--- config.mk ---
export PLATFORM = sky130hd
export DESIGN_NAME = throttle_sensor_filter_monitor
export DESIGN_NICKNAME = d
export VERILOG_FILES = /design/src/rtl/tsfm_pkg.sv /design/src/rtl/tsfm_div.sv /design/src/rtl/throttle_sensor_filter_monitor.sv
export SDC_FILE = /design/constraint.sdc
export NUM_CORES = 1
export LEC_CHECK = 0
export BUFFER_PORTS_ARGS = -buffer_cell sky130_fd_sc_hd__clkbuf_2
export CAP_MARGIN = 10
export CORE_MARGIN = 2
export CORE_UTILIZATION = 40
export DETAILED_ROUTE_END_ITERATION = 6
export PLACE_DENSITY = 0.6
export REMOVE_ABC_BUFFERS = 1
export SLEW_MARGIN = 20
export SYNTH_ARGS = -nofsm -noshare
export SYNTH_HDL_FRONTEND = slang
export SYNTH_SLANG_ARGS = --single-unit
export TNS_END_PERCENT = 50
--- constraint.sdc ---
create_clock -name aclk -period 4.9 [get_ports aclk]
set_clock_uncertainty 0.05 [all_clocks]
set_input_delay 0.98 -clock aclk [delete_from_list [all_inputs] [get_ports aclk]]
set_output_delay 0.98 -clock aclk [all_outputs]
set_load 0.01 [all_outputs]
--- src/rtl/tsfm_pkg.sv ---
// Package for the throttle sensor filter monitor.
// Holds field widths, codes, register indexes and the sequencer state type.
// No dependencies.
package tsfm_pkg;

    localparam int SAMPLE_W  = 16;
    localparam int COUNT_W   = 10;
    localparam int FAULT_W   = 2;
    localparam int POS_W     = 8;
    localparam int CFG_IDX_W = 2;
    localparam int CFG_DAT_W = 16;
    localparam int OUT_DAT_W = 32;

    // position divider: quotient never exceeds 100, so 7 quotient bits
    localparam int QUOT_W = 7;
    localparam int NUM_W  = SAMPLE_W + QUOT_W;

    localparam int FILTER_SHIFT = 8;

    localparam logic [SAMPLE_W-1:0] RAW_INVALID = 16'hFFFF;
    localparam logic [SAMPLE_W-1:0] HIGH_RESET  = 16'hFFFF;
    localparam logic [SAMPLE_W-1:0] LOW_RESET   = 16'h0000;

    localparam logic [POS_W-1:0] POS_EMPTY = 8'd0;
    localparam logic [POS_W-1:0] POS_FULL  = 8'd100;
    localparam logic [POS_W-1:0] POS_UNDEF = 8'hFF;

    localparam logic [FAULT_W-1:0] FAULT_NONE = 2'd0;
    localparam logic [FAULT_W-1:0] FAULT_HIGH = 2'd1;
    localparam logic [FAULT_W-1:0] FAULT_LOW  = 2'd2;

    localparam logic [CFG_IDX_W-1:0] CFG_SENSOR_EN = 2'd0;
    localparam logic [CFG_IDX_W-1:0] CFG_HIGH_THR  = 2'd1;
    localparam logic [CFG_IDX_W-1:0] CFG_LOW_THR   = 2'd2;

    typedef enum logic [2:0] {
        ST_IDLE,
        ST_UPDATE,
        ST_CLASS,
        ST_DIV,
        ST_OUT
    } tsfm_state_t;

    typedef struct packed {
        logic busy;
        logic done;
    } div_status_t;

endpackage

--- src/rtl/tsfm_div.sv ---
// Bit-serial restoring divider for the position computation.
// One quotient bit per cycle; the quotient has QUOT_W bits.
// Depends on tsfm_pkg.
module tsfm_div (
    input  logic                           aclk,
    input  logic                           aresetn,
    input  logic                           start,
    input  logic [tsfm_pkg::NUM_W-1:0]     numerator,
    input  logic [tsfm_pkg::SAMPLE_W-1:0]  divisor,
    output tsfm_pkg::div_status_t          status,
    output logic [tsfm_pkg::QUOT_W-1:0]    quotient
);
    import tsfm_pkg::*;

    localparam int CNT_W = $clog2(QUOT_W + 1);

    logic [SAMPLE_W-1:0] rem_reg, rem_next;
    logic [SAMPLE_W-1:0] den_reg, den_next;
    logic [QUOT_W-1:0]   shq_reg, shq_next;
    logic [CNT_W-1:0]    cnt_reg, cnt_next;
    logic                busy_reg, busy_next;
    logic                done_reg, done_next;

    logic [SAMPLE_W:0]   trial;
    logic [SAMPLE_W:0]   diff;
    logic                fits;

    // numerator < 2^QUOT_W * divisor, so the top bits start below the divisor
    always_comb begin
        trial     = {rem_reg, shq_reg[QUOT_W-1]};
        diff      = trial - {1'b0, den_reg};
        fits      = (trial >= {1'b0, den_reg});
        rem_next  = rem_reg;
        den_next  = den_reg;
        shq_next  = shq_reg;
        cnt_next  = cnt_reg;
        busy_next = busy_reg;
        done_next = 1'b0;
        if (start) begin
            rem_next  = numerator[NUM_W-1:QUOT_W];
            shq_next  = numerator[QUOT_W-1:0];
            den_next  = divisor;
            cnt_next  = CNT_W'(QUOT_W);
            busy_next = 1'b1;
        end else if (busy_reg) begin
            rem_next = fits ? diff[SAMPLE_W-1:0] : trial[SAMPLE_W-1:0];
            shq_next = {shq_reg[QUOT_W-2:0], fits};
            cnt_next = cnt_reg - CNT_W'(1);
            if (cnt_reg == CNT_W'(1)) begin
                busy_next = 1'b0;
                done_next = 1'b1;
            end
        end
    end

    always_ff @(posedge aclk) begin
        if (!aresetn) begin
            cnt_reg  <= '0;
            busy_reg <= 1'b0;
            done_reg <= 1'b0;
        end else begin
            cnt_reg  <= cnt_next;
            busy_reg <= busy_next;
            done_reg <= done_next;
        end
    end

    always_ff @(posedge aclk) begin
        rem_reg <= rem_next;
        den_reg <= den_next;
        shq_reg <= shq_next;
    end

    assign status.busy = busy_reg;
    assign status.done = done_reg;
    assign quotient    = shq_reg;

    a_cnt_busy: assert property (@(posedge aclk) disable iff (!aresetn)
        busy_reg |-> (cnt_reg != '0))
        else $error("divider busy with zero count");
    a_done_after_busy: assert property (@(posedge aclk) disable iff (!aresetn)
        done_reg |-> $past(busy_reg))
        else $error("divider done without a running division");
    a_rem_below_den: assert property (@(posedge aclk) disable iff (!aresetn)
        busy_reg |-> (rem_reg < den_reg))
        else $error("divider remainder not below divisor");

endmodule

--- src/rtl/throttle_sensor_filter_monitor.sv ---
// Throttle sensor filter monitor: moving average, fault classing, position.
// Top level with sequencer, state registers and output register.
// Depends on tsfm_pkg and tsfm_div.
//
//  channel  dir  handshake          payload
//  s_       in   s_tvalid/s_tready  s_tdata: raw_sample
//  m_       out  m_tvalid/m_tready  m_tdata: fault_code, filtered_level, position
//  cfg_     in   cfg_we             cfg_index, cfg_wdata
//
// The result register loads after the UPDATE, CLASS and OUT states, with DIV between
// CLASS and OUT when the position needs the divider (start, 7 quotient steps in
// tsfm_div, done); the next accept can follow in the cycle after the result loads.
// s_tready is high only in the idle state; the result waits in the output
// register while m_tready is low, and the next transaction may be accepted
// meanwhile. Synchronous active-low reset; sample, pos and tdata registers have none.
module throttle_sensor_filter_monitor #(
    parameter int STARTUP_IGNORE = 1000
) (
    input  logic                            aclk,
    input  logic                            aresetn,
    input  logic                            s_tvalid,
    output logic                            s_tready,
    input  logic [tsfm_pkg::SAMPLE_W-1:0]   s_tdata,  // [15:0] raw_sample
    output logic                            m_tvalid,
    input  logic                            m_tready,
    output logic [tsfm_pkg::OUT_DAT_W-1:0]  m_tdata,  // [1:0] fault_code,
                                                      // [17:2] filtered_level,
                                                      // [25:18] position_percent
    input  logic                            cfg_we,
    input  logic [tsfm_pkg::CFG_IDX_W-1:0]  cfg_index,
    input  logic [tsfm_pkg::CFG_DAT_W-1:0]  cfg_wdata
);
    import tsfm_pkg::*;

    localparam logic [COUNT_W-1:0] IGNORE_CNT = COUNT_W'(STARTUP_IGNORE);

    tsfm_state_t          state_reg, state_next;
    logic                 enable_reg;
    logic [SAMPLE_W-1:0]  high_reg;
    logic [SAMPLE_W-1:0]  low_reg;
    logic [SAMPLE_W-1:0]  sample_reg, sample_next;
    logic [SAMPLE_W-1:0]  average_reg, average_next;
    logic [FAULT_W-1:0]   fault_reg, fault_next;
    logic [COUNT_W-1:0]   count_reg, count_next;
    logic [POS_W-1:0]     pos_reg, pos_next;
    logic                 m_tvalid_reg, m_tvalid_next;
    logic [OUT_DAT_W-1:0] m_tdata_reg, m_tdata_next;

    logic signed [SAMPLE_W:0] delta;
    logic signed [SAMPLE_W:0] step;
    logic [SAMPLE_W-1:0]      span;
    logic [NUM_W-1:0]         scaled;
    logic                     above;
    logic                     below;
    logic                     div_start;
    div_status_t              div_stat;
    logic [QUOT_W-1:0]        div_quot;

    tsfm_div u_div (
        .aclk      (aclk),
        .aresetn   (aresetn),
        .start     (div_start),
        .numerator (scaled),
        .divisor   (high_reg - low_reg),
        .status    (div_stat),
        .quotient  (div_quot)
    );

    always_comb begin
        delta  = $signed({1'b0, sample_reg}) - $signed({1'b0, average_reg});
        step   = delta >>> FILTER_SHIFT;
        above  = (average_reg > high_reg);
        below  = (average_reg < low_reg);
        span   = average_reg - low_reg;
        // span * 100
        scaled = (NUM_W'(span) << 6) + (NUM_W'(span) << 5) + (NUM_W'(span) << 2);
    end

    always_comb begin
        state_next    = state_reg;
        sample_next   = sample_reg;
        average_next  = average_reg;
        fault_next    = fault_reg;
        count_next    = count_reg;
        pos_next      = pos_reg;
        m_tvalid_next = m_tvalid_reg;
        m_tdata_next  = m_tdata_reg;
        div_start     = 1'b0;
        s_tready      = 1'b0;

        if (m_tvalid_reg && m_tready) begin
            m_tvalid_next = 1'b0;
        end

        case (state_reg)
            ST_IDLE: begin
                s_tready = 1'b1;
                if (s_tvalid) begin
                    sample_next = s_tdata;
                    state_next  = ST_UPDATE;
                end
            end
            ST_UPDATE: begin
                if (enable_reg && (sample_reg != RAW_INVALID)) begin
                    average_next = average_reg + step[SAMPLE_W-1:0];
                end
                state_next = ST_CLASS;
            end
            ST_CLASS: begin
                if (enable_reg) begin
                    if (count_reg < IGNORE_CNT) begin
                        count_next = count_reg + COUNT_W'(1);
                        fault_next = FAULT_NONE;
                    end else if (above) begin
                        fault_next = FAULT_HIGH;
                    end else if (below) begin
                        fault_next = FAULT_LOW;
                    end else begin
                        fault_next = FAULT_NONE;
                    end
                end
                state_next = ST_OUT;
                if (below) begin
                    pos_next = POS_EMPTY;
                end else if (above) begin
                    pos_next = POS_FULL;
                end else if (high_reg == low_reg) begin
                    pos_next = POS_UNDEF;
                end else begin
                    div_start  = 1'b1;
                    state_next = ST_DIV;
                end
            end
            ST_DIV: begin
                if (div_stat.done) begin
                    pos_next   = POS_W'(div_quot);
                    state_next = ST_OUT;
                end
            end
            ST_OUT: begin
                if (!m_tvalid_reg || m_tready) begin
                    m_tvalid_next = 1'b1;
                    m_tdata_next  = OUT_DAT_W'({pos_reg, average_reg, fault_reg});
                    state_next    = ST_IDLE;
                end
            end
            default: begin
                state_next = ST_IDLE;
            end
        endcase
    end

    always_ff @(posedge aclk) begin
        if (!aresetn) begin
            state_reg    <= ST_IDLE;
            enable_reg   <= 1'b0;
            high_reg     <= HIGH_RESET;
            low_reg      <= LOW_RESET;
            average_reg  <= '0;
            fault_reg    <= FAULT_NONE;
            count_reg    <= '0;
            m_tvalid_reg <= 1'b0;
        end else begin
            state_reg    <= state_next;
            average_reg  <= average_next;
            fault_reg    <= fault_next;
            count_reg    <= count_next;
            m_tvalid_reg <= m_tvalid_next;
            if (cfg_we) begin
                case (cfg_index)
                    CFG_SENSOR_EN: enable_reg <= cfg_wdata[0];
                    CFG_HIGH_THR:  high_reg   <= cfg_wdata;
                    CFG_LOW_THR:   low_reg    <= cfg_wdata;
                    default: begin
                    end
                endcase
            end
        end
    end

    always_ff @(posedge aclk) begin
        sample_reg  <= sample_next;
        pos_reg     <= pos_next;
        m_tdata_reg <= m_tdata_next;
    end

    assign m_tvalid = m_tvalid_reg;
    assign m_tdata  = m_tdata_reg;

    a_one_at_a_time: assert property (@(posedge aclk) disable iff (!aresetn)
        (s_tvalid && s_tready) |=> !s_tready)
        else $error("accepted a transaction while busy");
    a_count_bound: assert property (@(posedge aclk) disable iff (!aresetn)
        (count_reg <= IGNORE_CNT) || (count_reg == $past(count_reg)))
        else $error("startup count ran past its limit");
    a_fault_code: assert property (@(posedge aclk) disable iff (!aresetn)
        fault_reg != 2'd3)
        else $error("illegal fault code stored");
    a_pos_range: assert property (@(posedge aclk) disable iff (!aresetn)
        m_tvalid_reg |-> ((m_tdata_reg[25:18] <= POS_FULL) ||
                          (m_tdata_reg[25:18] == POS_UNDEF)))
        else $error("position out of range");
    a_div_idle: assert property (@(posedge aclk) disable iff (!aresetn)
        div_start |-> !div_stat.busy)
        else $error("divider started while busy");

endmodule

==> impl_metrics.ini <==
[final_layout]
fin_cells = 1554
nFillCells = 2498
final_cell_mix = 124 x ha_1, 105 x nand2_1, 94 x inv_1
regArea_um2 = 4080
multi_input_area_um2 = 6210
antennaDiodeCount = 0
mostFrequentLayoutCell = ha_1
drive_gt1_frac = 0.122
design_area_um2 = 12200
largest_reg_flops = 26
fin_nets = 1378
area_delta_synth_final_pct = 13.2

[power]
irDropWorstVdd_v = 0.000251
power_density_nw_per_um2 = 385
cellLeakagePower_nw = 5.28
combPwrFrac = 0.382
p_int_w = 0.00304
p_clk_frac = 0.282
p_sw_w = 0.00164
p_sw_frac = 0.351
share_seq_of_total_power = 0.336

[worst_setup_path]
crit_buf_inv = 1
slowest_delay_ns = 0.46
critPathKind = register to register
critPathMaxFanout = 5
cp_data_required_time_ns = 5.01
slowest_stage = fa_1
cp_data_arrival_time_ns = 4.73
crit_chain = inv_1 -> ha_1 -> fa_1 -> nor2b_1 -> o21ai_0 -> nand2_1 -> xor2_1 -> fa_1 -> ha_1 -> fa_1 -> a21o_1 -> a21oi_1 -> nor2b_1 -> a2bb2oi_1 -> a221oi_2 -> a211oi_1 -> xnor2_1 -> mux2i_1
cp_common_cell = fa_1
crit_family = adder cells
worst_setup_path_end_kind = register
r2r_slack_ns = 0.28
start_kind = register

[floorplanning]
fp.coreArea_um2 = 26200
die_h_um = 168
initial_core_util = 0.410
fp.dieW_um = 168
placementRows = 59
ios = 73
dieArea_um2 = 28200

[grt]
grt_pass1_vias = 8096
antenna_found_initial = 0
grt_start_max_net_pins = 50
overflow = 0
grt_pass1_wl_um = 39700
grt_usage = 0.176

[clocking]
cts_hold_buf = 0
path_clk_slew_ns = 0.07
cts.path.max_buffers = 2
htree_num_levels = 4
numCtsBuffers = 17
insertion_delay_ns = 0.43
clkSinkCount = 159
root_buffer = clkbuf_16
cts_tree = yes

[run]
maxCapViolCount = 0

[synthesis]
avgSynthCellArea_um2 = 9.54
synth_edf_count = 89
ys.flop_type = edfxtp_1
synth_area_um2 = 10700
synthDistinctLibCells = 71
ys_async_sr_fraction = 0
ys_seq_area_frac = 0.379
synth_warnings = 0
ys_seq_elements = 159
synth_cells = 1126

[route]
wl_per_cell_um = 15.7
routed_wirelength_um = 24400
drt_iter0_markers = 322
drtAntennaViolNets = 0
num_vias = 8128
firstDrtPassIters = 5
avgViaCountPerCell = 5.23
drc = 0

[timing]
slew_headroom = 0.475
hold_viol_final = 0
setup_violations = 0
final.setup.tns_ns = 0
period_share = 0.943
drv_slew = 0
worstMarginPinSlew_ns = 0.785
grt_setup_unrepaired = false
fmax_mhz = 216
fin_crit_ns = 4.62

[placed_design]
place_area_um2 = 11500
place_hpwl_um = 19200
place.gp.congestion = 0.821
place_inst = 1521
numPortBuffers = 66

[run_status]
outcome = complete, no violations

[min_path]
hold_class = register to register
-- final cells by class --
class / count / area share
clock buffers: 19 / 0.0374
clock inverters: 13 / 0.0114
inverters: 95 / 0.0293
multi-input cells: 844 / 0.510
flip-flops and latches: 159 / 0.335
well taps: 335 / 0.0345
repair buffers: 89 / 0.0420
-- final timing paths --
check,startpoint,cells after the start,endpoint
setup / recovery,average_reg[0],18,u_div.rem_reg[13]
hold / removal,pos_reg[5],0,m_tdata[23]
setup reg to reg,average_reg[0],18,u_div.rem_reg[13]
hold reg to reg,pos_reg[5],0,m_tdata[23]
-- what timing repair did --
action	in CTS	in global routing
gates resized for setup	0	8
endpoints found under the setup margin	0	7
buffers inserted	0	1
-- metrics by stage --
step / utilization / power, W / hold slack (ns) / setup slack (ns)
after global placement: 0.439 / 0.00333 / 0.356 / 0.201
after CTS: 0.463 / 0.00470 / 0.372 / 0.0476
after floorplan: - / 0.00297 / 0.350 / 0.540
final: 0.464 / 0.00468 / 0.372 / 0.279
after detailed placement: 0.440 / 0.00336 / 0.355 / 0.0852
after global routing: 0.464 / 0.00501 / 0.386 / 0.00313
-- power by group through the flow --
stage / Sequential [W] / Combinational [W] / Clock, W
floorplan: 0.00159 / 0.00138 / 0
global placement: 0.00160 / 0.00173 / 0
detailed placement: 0.00160 / 0.00176 / 0
CTS: 0.00157 / 0.00177 / 0.00136
global route: 0.00158 / 0.00201 / 0.00142
finish: 0.00157 / 0.00179 / 0.00132
-- kinds of logic (layout without fill, tap and decap cells) --
group	after synthesis	after routing	synth area share
AND/OR/NAND/NOR	329	329	0.145
AO/OA/AOI/OAI	253	253	0.157
flip-flops	159	159	0.379
adder cells (fa/ha/maj)	133	133	0.161
buffers and inverters	128	216	0.0487
XOR/XNOR	77	77	0.0628
multiplexers	46	46	0.0458
other	1	6	0.000349
-- worst register-to-register path, stage by stage, from the launching register on --
cell	delay (ns)
dfxtp_1	0.40
inv_1	0.10
ha_1	0.22
fa_1	0.42
nor2b_1	0.12
o21ai_0	0.14
nand2_1	0.12
xor2_1	0.23
fa_1	0.46
ha_1	0.24
fa_1	0.41
a21o_1	0.20
a21oi_1	0.23
nor2b_1	0.11
a2bb2oi_1	0.20
a221oi_2	0.29
a211oi_1	0.15
xnor2_1	0.17
mux2i_1	0.09
-- routing by layer --
layer / wire length (um) / vias to the layer above / track usage
met5: 0 / - / 0
met4: 583 / 0 / 0.0601
met3: 753 / 37 / 0.0301
met2: 11900 / 135 / 0.309
met1: 11200 / 3759 / 0.218
li1: - / 4197 / -
-- synthesized netlist by cell type, types with 5 or more instances --
library cell  count  area share
xnor2_1          48       0.039
xor2_1           29       0.024
o21a_1           22       0.015
nor2b_1          17      0.0099
a211oi_1         14      0.0098
nor2_1           83       0.029
nand2_1         105       0.037
a21boi_0          6      0.0042
a31oi_1          10      0.0058
nor3_1           29       0.014
ha_1            124        0.14
a21o_1           28       0.020
dfxtp_1          70        0.13
a21oi_1          75       0.035
or3_1             9      0.0052
nand2b_1         11      0.0064
o21bai_1          5      0.0035
inv_1            94       0.033
clkbuf_1         19      0.0066
o211ai_1         21       0.015
nand4_1          16      0.0093
mux2_4            6      0.0084
and2_1            5      0.0029
buf_4             8      0.0056
fa_1              9       0.017
edfxtp_1         89        0.25
and3_1            5      0.0029
nor4_1            6      0.0035
o21ai_0          33       0.015
mux2i_1          39       0.036
nand3_1          26       0.012
(Power assumes the default switching activity.)
